[src/sv/cmvg_pkg.sv]
package cmvg_pkg;

  // store and counter geometry
  localparam int STORE_DEPTH = 1024;
  localparam int STORE_AW    = 10;
  localparam int CNT_W       = 9;
  localparam int QUEUE_DEPTH = 4;

  // raster timing defaults
  localparam int DEF_H_TOTAL        = 416;
  localparam int DEF_V_TOTAL        = 264;
  localparam int DEF_H_ACTIVE       = 256;
  localparam int DEF_V_ACTIVE       = 192;
  localparam int DEF_IRQ_FIRST_LINE = 248;
  localparam int IRQ_LINES          = 8;

  // bus decode: top five address bits select a 2K region
  localparam logic [4:0] SCREEN_REGION  = 5'b00100;
  localparam logic [4:0] PATTERN_REGION = 5'b00101;

  localparam logic [7:0] IDLE_BYTE  = 8'hFF;
  localparam int         INVERT_BIT = 7;

  // bus commands
  localparam logic [1:0] CMD_TICK  = 2'd0;
  localparam logic [1:0] CMD_WRITE = 2'd1;
  localparam logic [1:0] CMD_READ  = 2'd2;

  // decoded operation kinds
  typedef enum logic [4:0] {
    KIND_NONE   = 5'b00001,
    KIND_TICK   = 5'b00010,
    KIND_SCR_WR = 5'b00100,
    KIND_PAT_WR = 5'b01000,
    KIND_SCR_RD = 5'b10000
  } kind_t;

  // one queued beat after decode
  typedef struct packed {
    kind_t               kind;
    logic [STORE_AW-1:0] idx;
    logic [7:0]          data;
  } qentry_t;

endpackage

[src/sv/cmvg_front.sv]
module cmvg_front (
  input  logic              clk,
  input  logic              rst,
  input  logic              in_valid,
  output logic              in_stall,
  input  logic [1:0]        cmd,
  input  logic [15:0]       address,
  input  logic [7:0]        data,
  input  logic              clearing,
  input  logic              pop,
  output logic              head_valid,
  output cmvg_pkg::qentry_t head
);
  import cmvg_pkg::*;

  localparam int PW = $clog2(QUEUE_DEPTH);
  localparam int CW = $clog2(QUEUE_DEPTH + 1);

  qentry_t       q [QUEUE_DEPTH];
  logic [PW-1:0] wptr;
  logic [PW-1:0] rptr;
  logic [CW-1:0] count;
  qentry_t       dec;
  logic          push;
  logic          full;

  // decode the incoming beat
  always_comb begin
    dec.idx  = address[STORE_AW-1:0];
    dec.data = data;
    dec.kind = KIND_NONE;
    case (cmd)
      CMD_TICK: dec.kind = KIND_TICK;
      CMD_WRITE: begin
        if (address[15:11] == SCREEN_REGION) begin
          dec.kind = KIND_SCR_WR;
        end else if (address[15:11] == PATTERN_REGION) begin
          dec.kind = KIND_PAT_WR;
        end
      end
      CMD_READ: begin
        if (address[15:11] == SCREEN_REGION) begin
          dec.kind = KIND_SCR_RD;
        end
      end
      default: dec.kind = KIND_NONE;
    endcase
  end

  assign full       = (count == CW'(QUEUE_DEPTH));
  assign in_stall   = full || clearing;
  assign push       = in_valid && !in_stall;
  assign head_valid = (count != '0);
  assign head       = q[rptr];

  // queue storage
  always_ff @(posedge clk) begin
    if (push) begin
      q[wptr] <= dec;
    end
  end

  // queue pointers
  always_ff @(posedge clk) begin
    if (rst) begin
      wptr  <= '0;
      rptr  <= '0;
      count <= '0;
    end else begin
      if (push) begin
        wptr <= wptr + 1'b1;
      end
      if (pop) begin
        rptr <= rptr + 1'b1;
      end
      if (push && !pop) begin
        count <= count + 1'b1;
      end else if (pop && !push) begin
        count <= count - 1'b1;
      end
    end
  end

`ifndef SYNTHESIS
  a_no_pop_empty: assert property (@(posedge clk) disable iff (rst)
    pop |-> head_valid) else $error("pop from empty queue");
  a_no_push_clear: assert property (@(posedge clk) disable iff (rst)
    clearing |-> !push) else $error("beat taken during clear");
  a_count_bound: assert property (@(posedge clk) disable iff (rst)
    count <= CW'(QUEUE_DEPTH)) else $error("queue overflow");
`endif

endmodule

[config.mk]
export PLATFORM = sky130hd
export DESIGN_NAME = cmvg_front
export DESIGN_NICKNAME = d
export VERILOG_FILES = /design/src/sv/cmvg_pkg.sv /design/src/sv/cmvg_front.sv
export SDC_FILE = /design/constraint.sdc
export NUM_CORES = 1
export LEC_CHECK = 0
export ABC_AREA = 1
export BUFFER_PORTS_ARGS = -buffer_cell sky130_fd_sc_hd__buf_4
export CAP_MARGIN = 20
export CORE_MARGIN = 5
export CORE_UTILIZATION = 40
export DETAILED_ROUTE_END_ITERATION = 12
export PLACE_DENSITY = 0.7
export SETUP_SLACK_MARGIN = 0.2
export SYNTH_ARGS = -nofsm -noshare
export SYNTH_HDL_FRONTEND = slang
export SYNTH_SLANG_ARGS = --single-unit
[constraint.sdc]
create_clock -name clk -period 5 [get_ports clk]
set_input_delay 0.75 -clock clk [delete_from_list [all_inputs] [get_ports clk]]
set_output_delay 0.75 -clock clk [all_outputs]
set_load 0.05 [all_outputs]
# [Yosys cells after proc, flatten, opt, wreduce, memory -nomap -nowiden]
# Memories as Yosys holds them, arrays and structs flattened. A register that Yosys moved wholly into a read port is not among the register bits.
# Index checks and enable logic that the tools add are counted.
# Widths: inputs -> output; s select.
[op_classes] add_sub_neg=4 n_eq_ne=5 mux=10 n_reduce_logical=10
[ops] cell="$pmux 5 s3" count=1
[ops] cell="$eq 5x3->1 const B" count=2
[ops] cell="$mux 4" count=2
[ops] cell="$mux 3" count=2
[ops] cell="$mux 5" count=1
[ops] cell="$add 2x1->2 const B" count=2
[ops] cell="$mux 2" count=2
[ops] cell="$add 3x1->3 const B" count=1
[ops] cell="$eq 3x3->1 const B" count=1
[ops] cell="$logic_and 1x1->1" count=3
[ops] cell="$logic_not 1->1" count=3
[ops] cell="$reduce_bool 3->1" count=1
[ops] cell="$sub 3x1->3 const B" count=1
[ops] cell="$eq 2x1->1 const B" count=1
[ops] cell="$eq 2x2->1 const B" count=1
[ops] cell="$logic_not 2->1" count=1
[ops] cell="$mux 1" count=2
[ops] cell="$reduce_bool 2->1" count=1
[ops] cell="$logic_or 1x1->1" count=1
[totals] register_bits=7 ram_bits=92 input_bits=31 wordCells=33 memories=1
[memory_table] memory="q" depth=4 width=23 rd=1 rd_ports_with_merged_regs=1 wr=1 line="cmvg_front.sv:19" rtl="qentry_t q [QUEUE_DEPTH];"

# [Longest topological paths before layout]
# Gate-level depths: netlist of the first run.
[logic_depth] ltp_word=8 mapped_depth=13 mapped_depth_nobuf=13

# [Worst setup path before layout of the first run]
# OpenSTA, ideal clock, no wires.
[synth_path] kind="in2reg" startpoint="input clearing" endpoint="memory q[0][0] (netlist name) (enable)" setup_time_ns=0.403 arrival_time_ns=1.928 required_ns=4.597 path_slack_ns=2.669 stages=3 n_path_buf=0 cell_sequence="inv_2 -> nand3_4 -> nor2_1"
[synth_via] elab_chain_cells=5
[synth_lines] element="start, declared" line="cmvg_front.sv:9" rtl="input logic clearing,"
[synth_lines] element="$logic_or 1x1->1" line="cmvg_front.sv:51" rtl="assign in_stall = full || clearing;"
[synth_lines] element="$logic_not 1->1" line="cmvg_front.sv:52" rtl="assign push = in_valid && !in_stall;"
[synth_lines] element="$logic_and 1x1->1" line="cmvg_front.sv:52"
[synth_lines] element="$mux 1" line="cmvg_front.sv:58" rtl="if (push) begin"
[synth_lines] element="$mux 1 (implied by the code)" line="cmvg_front.sv:59" rtl="q[wptr] <= dec;"
[synth_lines] element="end, declared" line="cmvg_front.sv:19"
# Every way passes these cells.

==> results_dict.tcl, run 1 <==
set metrics [dict create \
    outcome "complete, no violations" \
    crit_chain "inv_2, o21ai_0, o22ai_2, buf_4" \
    synth-seq-cells 101 \
    critPathRequiredTime_ns 4.25 \
    area_growth_pct 15.13 \
    fin_crit_ns 3.056 \
    die_w_um 113.7 \
    fillers 914 \
    cp_slowest_stage_delay_ns 0.90 \
    synth_seq_area_share 0.6845 \
    timing_worst_slew_pin_value_ns 0.9592 \
    grt_antenna_before_repair 0 \
    portBuffers 54 \
    crit_buf_inv 2 \
    routed_via_density 4.898 \
    die_area_um2 12920 \
    synth-warning-count 0 \
    yosysTopAreaCellShare 0.6426 \
    vias 2459 \
    relSlewSlack 0.3605 \
    grt_util_all_layers 0.1259 \
    crit_family "flip-flops" \
    clk_pin_slew_worst_paths_ns 0.08 \
    p_per_area_nw_per_um2 360.5 \
    crit_type "reg2out" \
    yosysTopAreaCell "edfxtp_1" \
    cts_made_buffers 9 \
    syn_avg_cell_area_um2 14.10 \
    cts.sinks 101 \
    grt_max_degree 48 \
    clockRootBuffer "clkbuf_8" \
    wire_per_inst_um 15.23 \
    finalHoldViolations 0 \
    end_kind "output pin" \
    netlist_instances 305 \
    syn-num-nets 342 \
    cts_tree "yes" \
    num_rows 37 \
    maxCapViolCount 0 \
    fmax_ghz 0.3272 \
    hp-class "reg2reg" \
    core_area_um2 10420 \
    cts_buffer_depth 2 \
    design_power_total_w 0.001784 \
    grt_pass1_wl_um 12500 \
    die_h_um 113.7 \
    hold_buffers 0 \
    post_cts_buffers 0 \
    overflow 0 \
    drt_iter0_drc 126 \
    insertion_delay_ns 0.35 \
    finalSetupViolCount 0 \
    routed_wl_um 7646 \
    drtPass1Iterations 4 \
    slew_viol_final 0 \
    worst_ir_drop_vdd_mv 0.1373 \
    drive_above_1_share 0.3880 \
    drtAntennaViolNets 0 \
    grt_pass1_vias 2518 \
    path_max_fanout 24 \
    fin_setup_tns_ns 0 \
    slowest_stage "dfxtp_1" \
    critPathLaunchType "flop" \
    cts_resized 0 \
    num_antenna_cells 0 \
    start_util 0.4127 \
    syn_area_um2 4299 \
    synth.area.top_cells "edfxtp_1 (64%), o22ai_2 (4.7%), dfxtp_1 (4.2%)" \
    fin_skew_ns 0.008201 \
    worstPathArrival_ns 2.31 \
    p_leak_nw 1.745 \
    post-route-period-util 0.6112 \
    dp_hpwl_um 4661 \
    boundaryPins 56 \
    route.detailed.drc 0 \
    nNetsFinal 398 \
    htree_num_levels 3 \
    place.gp.congestion 0.7558 \
    ys_types 30 \
    rsz0062_at_grt "false" \
]
-- metrics by stage --
stage / util / hold WS (ns) / cell area [um2] / worst slack, ns / std cells
after floorplan: - / 0.4116 / 4299 / 2.669 / 305
final: 0.4752 / 0.4542 / 4950 / 1.944 / 502
after global placement: 0.4567 / 0.4235 / 4757 / 2.236 / 486
after detailed placement: 0.4567 / 0.4343 / 4757 / 2.257 / 486
after global routing: 0.4752 / 0.4932 / 4950 / 1.680 / 502
after CTS: 0.4752 / 0.4512 / 4950 / 1.859 / 502
-- state kept, by name, indices dropped and copies added (netlist names), named ones only --
register,flops
q,92
count,3
rptr,2
wptr,2
-- layer usage --
layer  track usage  vias up  wire (um)
met3       0.03501       12        273
met1        0.1487     1198       3193
li1              -     1202          -
met4       0.04167        0        109
met5             0        -          0
met2        0.2210       47       4070
-- cell families (layout without fill, tap and decap cells) --
kind of cell | after synthesis | count (layout) | synth area share
fa+ha+maj | 6 | 6 | 0.01921
simple gates | 86 | 86 | 0.1016
flops | 101 | 101 | 0.6845
compound gates | 75 | 75 | 0.1327
buf+inv | 36 | 97 | 0.05995
xor+xnor | 1 | 1 | 0.002038
-- power by group --
| part | internal, W | switching (W) |
|---|---|---|
| sequential | 0.000953 | 0.0000250 |
| combinational | 0.000100 | 0.000212 |
| clock | 0.000233 | 0.000261 |
-- cell usage in the layout, fill, tap and decap left out, types with 3 or more instances in the layout --
cell type / count
nor2_4: 6
ha_1: 5
o21ai_0: 32
inv_1: 16
nor2_1: 39
buf_4: 58
nand2_1: 12
o21ai_2: 17
nand3_1: 3
nor2_2: 21
clkbuf_8: 9
dfxtp_1: 8
inv_2: 6
edfxtp_1: 92
o22ai_2: 16
o22ai_1: 7
clkinvlp_4: 3
-- Yosys cell counts, drive strengths merged --
cell	n
nand4	2
nand3	4
a21oi	2
fa	1
buf	9
nor2	66
o22ai	23
xor2	1
nand2	13
inv	23
dfxtp	9
o21ai	49
clkbuf	3
o21bai	1
nor3	1
dlymetal6s2s	1
ha	5
edfxtp	92
-- area by class of cell --
cell class | count | area (um2) | share of cell area
Inverter | 23 | 98.84 | 0.01997
Tap cell | 136 | 170.2 | 0.03438
Multi-Input combinational cell | 168 | 1109 | 0.2240
Clock buffer | 11 | 131.4 | 0.02654
Timing Repair Buffer | 58 | 435.4 | 0.08797
Clock inverter | 5 | 61.31 | 0.01239
Sequential cell | 101 | 2944 | 0.5948
-- path summary, 6_finish.rpt --
| kind | from | to | slack (ns) | cells after the start |
|---|---|---|---|---|
| max | flop | head[22] | 1.94 | 4 |
| min | rptr[1] | flop | 0.45 | 1 |
| max reg2reg | count[0] | count[2] | 3.15 | 13 |
| min reg2reg | rptr[1] | flop | 0.45 | 1 |
No activity file was read; power rests on OpenSTA's default activity.
==> run 2, diff against run 1 <==
==> constraint.sdc (replaced) <==
create_clock -name clk -period 2.95 [get_ports clk]
set_input_delay 0.4425 -clock clk [delete_from_list [all_inputs] [get_ports clk]]
set_output_delay 0.4425 -clock clk [all_outputs]
set_load 0.05 [all_outputs]
==> results_dict.tcl, run 2 (same netlist as run 1, synthesis figures left out) <==
set metrics [dict create \
    cts.sinks 101 \
    fin_skew_ns 0.01472 \
    routed_wl_um 7537 \
    worstPathArrival_ns 2.05 \
    clk_pin_slew_worst_paths_ns 0.09 \
    grt_util_all_layers 0.1255 \
    hold_start "rst" \
    clockRootBuffer "clkbuf_8" \
    final_cell_mix "edfxtp_1 (92), buf_4 (58), nor2_1 (39)" \
    drtAntennaViolNets 0 \
    top_register "q" \
    hp-class "in2reg" \
    cp_slowest_stage_delay_ns 0.77 \
    crit_chain "buf_4, o21ai_0, o22ai_2, buf_4" \
    fin_area_um2 4991 \
    relSlewSlack 0.5241 \
    slew_viol_final 0 \
    slowest_stage "dfxtp_2" \
    cts_tree "yes" \
    end_kind "output pin" \
    insertion_delay_ns 0.36 \
    r2r-start "count[0]" \
    pre_cts_ws_ns 0.8188 \
    overflow 0 \
    routed-wl-met3_um 330 \
    fillers 918 \
    maxCapViolCount 0 \
    routed.top_layer "met4" \
    crit_buf_inv 2 \
    cts_made_buffers 9 \
    core_area_um2 10420 \
    outcome "complete, no violations" \
    fmax_ghz 0.4020 \
    portBuffers 54 \
    largest_reg_flops 92 \
    nNetsFinal 401 \
    finalHoldViolations 0 \
    htree_num_levels 3 \
    crit_type "reg2out" \
    place_area_um2 4817 \
    drtPass1Iterations 4 \
    met2_length_um 3958 \
    drive_above_1_share 0.3930 \
    critPathRequiredTime_ns 2.51 \
    path_max_fanout 32 \
    grt_pass1_vias 2451 \
    num_rows 37 \
    wire_per_inst_um 14.92 \
    fin_cells 505 \
    fin_crit_ns 2.488 \
    routed_via_density 4.840 \
    post-route-period-util 0.8433 \
    path_common_cell "buf_4" \
    die_area_um2 12920 \
    grt_max_degree 47 \
    die_w_um 113.7 \
    cts_resized 0 \
    reg_top3 "q: 92 flops, count: 3 flops" \
    crit_family "flip-flops" \
    critPathLaunchType "flop" \
    die_h_um 113.7 \
    dp_hpwl_um 4939 \
    grt_pass1_wl_um 12340 \
    cts_buffer_depth 2 \
    place.gp.congestion 0.7058 \
    mostFrequentLayoutCell "edfxtp_1" \
    worst_ir_drop_vdd_mv 0.2899 \
    rsz0062_at_grt "false" \
    p_per_area_nw_per_um2 593.9 \
    timing_worst_slew_pin_value_ns 0.7131 \
    fin_setup_tns_ns 0 \
    vias 2444 \
    placed_cells 489 \
    boundaryPins 56 \
    drt-met1-wl_um 3176 \
    post_cts_buffers 0 \
    drt_iter0_drc 82 \
    worst_slack_ns 0.4624 \
    start_util 0.4127 \
    hold_buffers 0 \
    num_antenna_cells 0 \
    area_growth_pct 16.09 \
    p_leak_nw 1.769 \
    grt_antenna_before_repair 0 \
    finalSetupViolCount 0 \
    route.detailed.drc 0 \
]
run 2: worst reg2reg max path: stages (launching register included):
cell and delay [ns]:
dfxtp_1 0.40, nor2_1 0.09, nand2_2 0.11, nand3_4 0.13
nor2_2 0.58, buf_12 0.24
run 2: report_power, final:
| part | total (W) | internal (W) | switching (W) |
|---|---|---|---|
| Combinational | 0.000547 | 0.000178 | 0.000369 |
| Sequential | 0.00165 | 0.00161 | 0.0000338 |
| Clock | 0.000768 | 0.000313 | 0.000455 |
run 2: path summary, 6_finish.rpt:
check | endpoint | slack, ns | cells past startpoint
worst max register to register | q[1][16] | 1.11 | 5
worst min-delay path | count[0] | 0.25 | 2
worst min register to register | flop | 0.45 | 1
worst max-delay path | head[17] | 0.46 | 4
run 2: metal layers:
metal,vias up,track usage
li1,1217,-
met1,1173,0.1517
met2,47,0.2148
met3,7,0.03979
met4,0,0.03766
met5,-,0
run 2: per-stage QoR:
step	power (W)	utilization	hold slack [ns]
after global routing	0.003117	0.4792	0.2180
final	0.002964	0.4792	0.2502
after global placement	0.002227	0.4625	0.4320
after detailed placement	0.002238	0.4625	0.4391
after CTS	0.003003	0.4792	0.2279
after floorplan	0.002077	-	0.4116
run 2: final cells by class:
| cell class | instances | area, um2 | share of cell area |
|---|---|---|---|
| Clock buffer | 10 | 127.6 | 0.02557 |
| Timing Repair Buffer | 61 | 495.5 | 0.09927 |
| Tap cell | 136 | 170.2 | 0.03409 |
| Clock inverter | 6 | 46.29 | 0.009276 |
| Multi-Input combinational cell | 168 | 1109 | 0.2221 |
| Inverter | 23 | 98.84 | 0.01980 |
| Sequential cell | 101 | 2944 | 0.5899 |
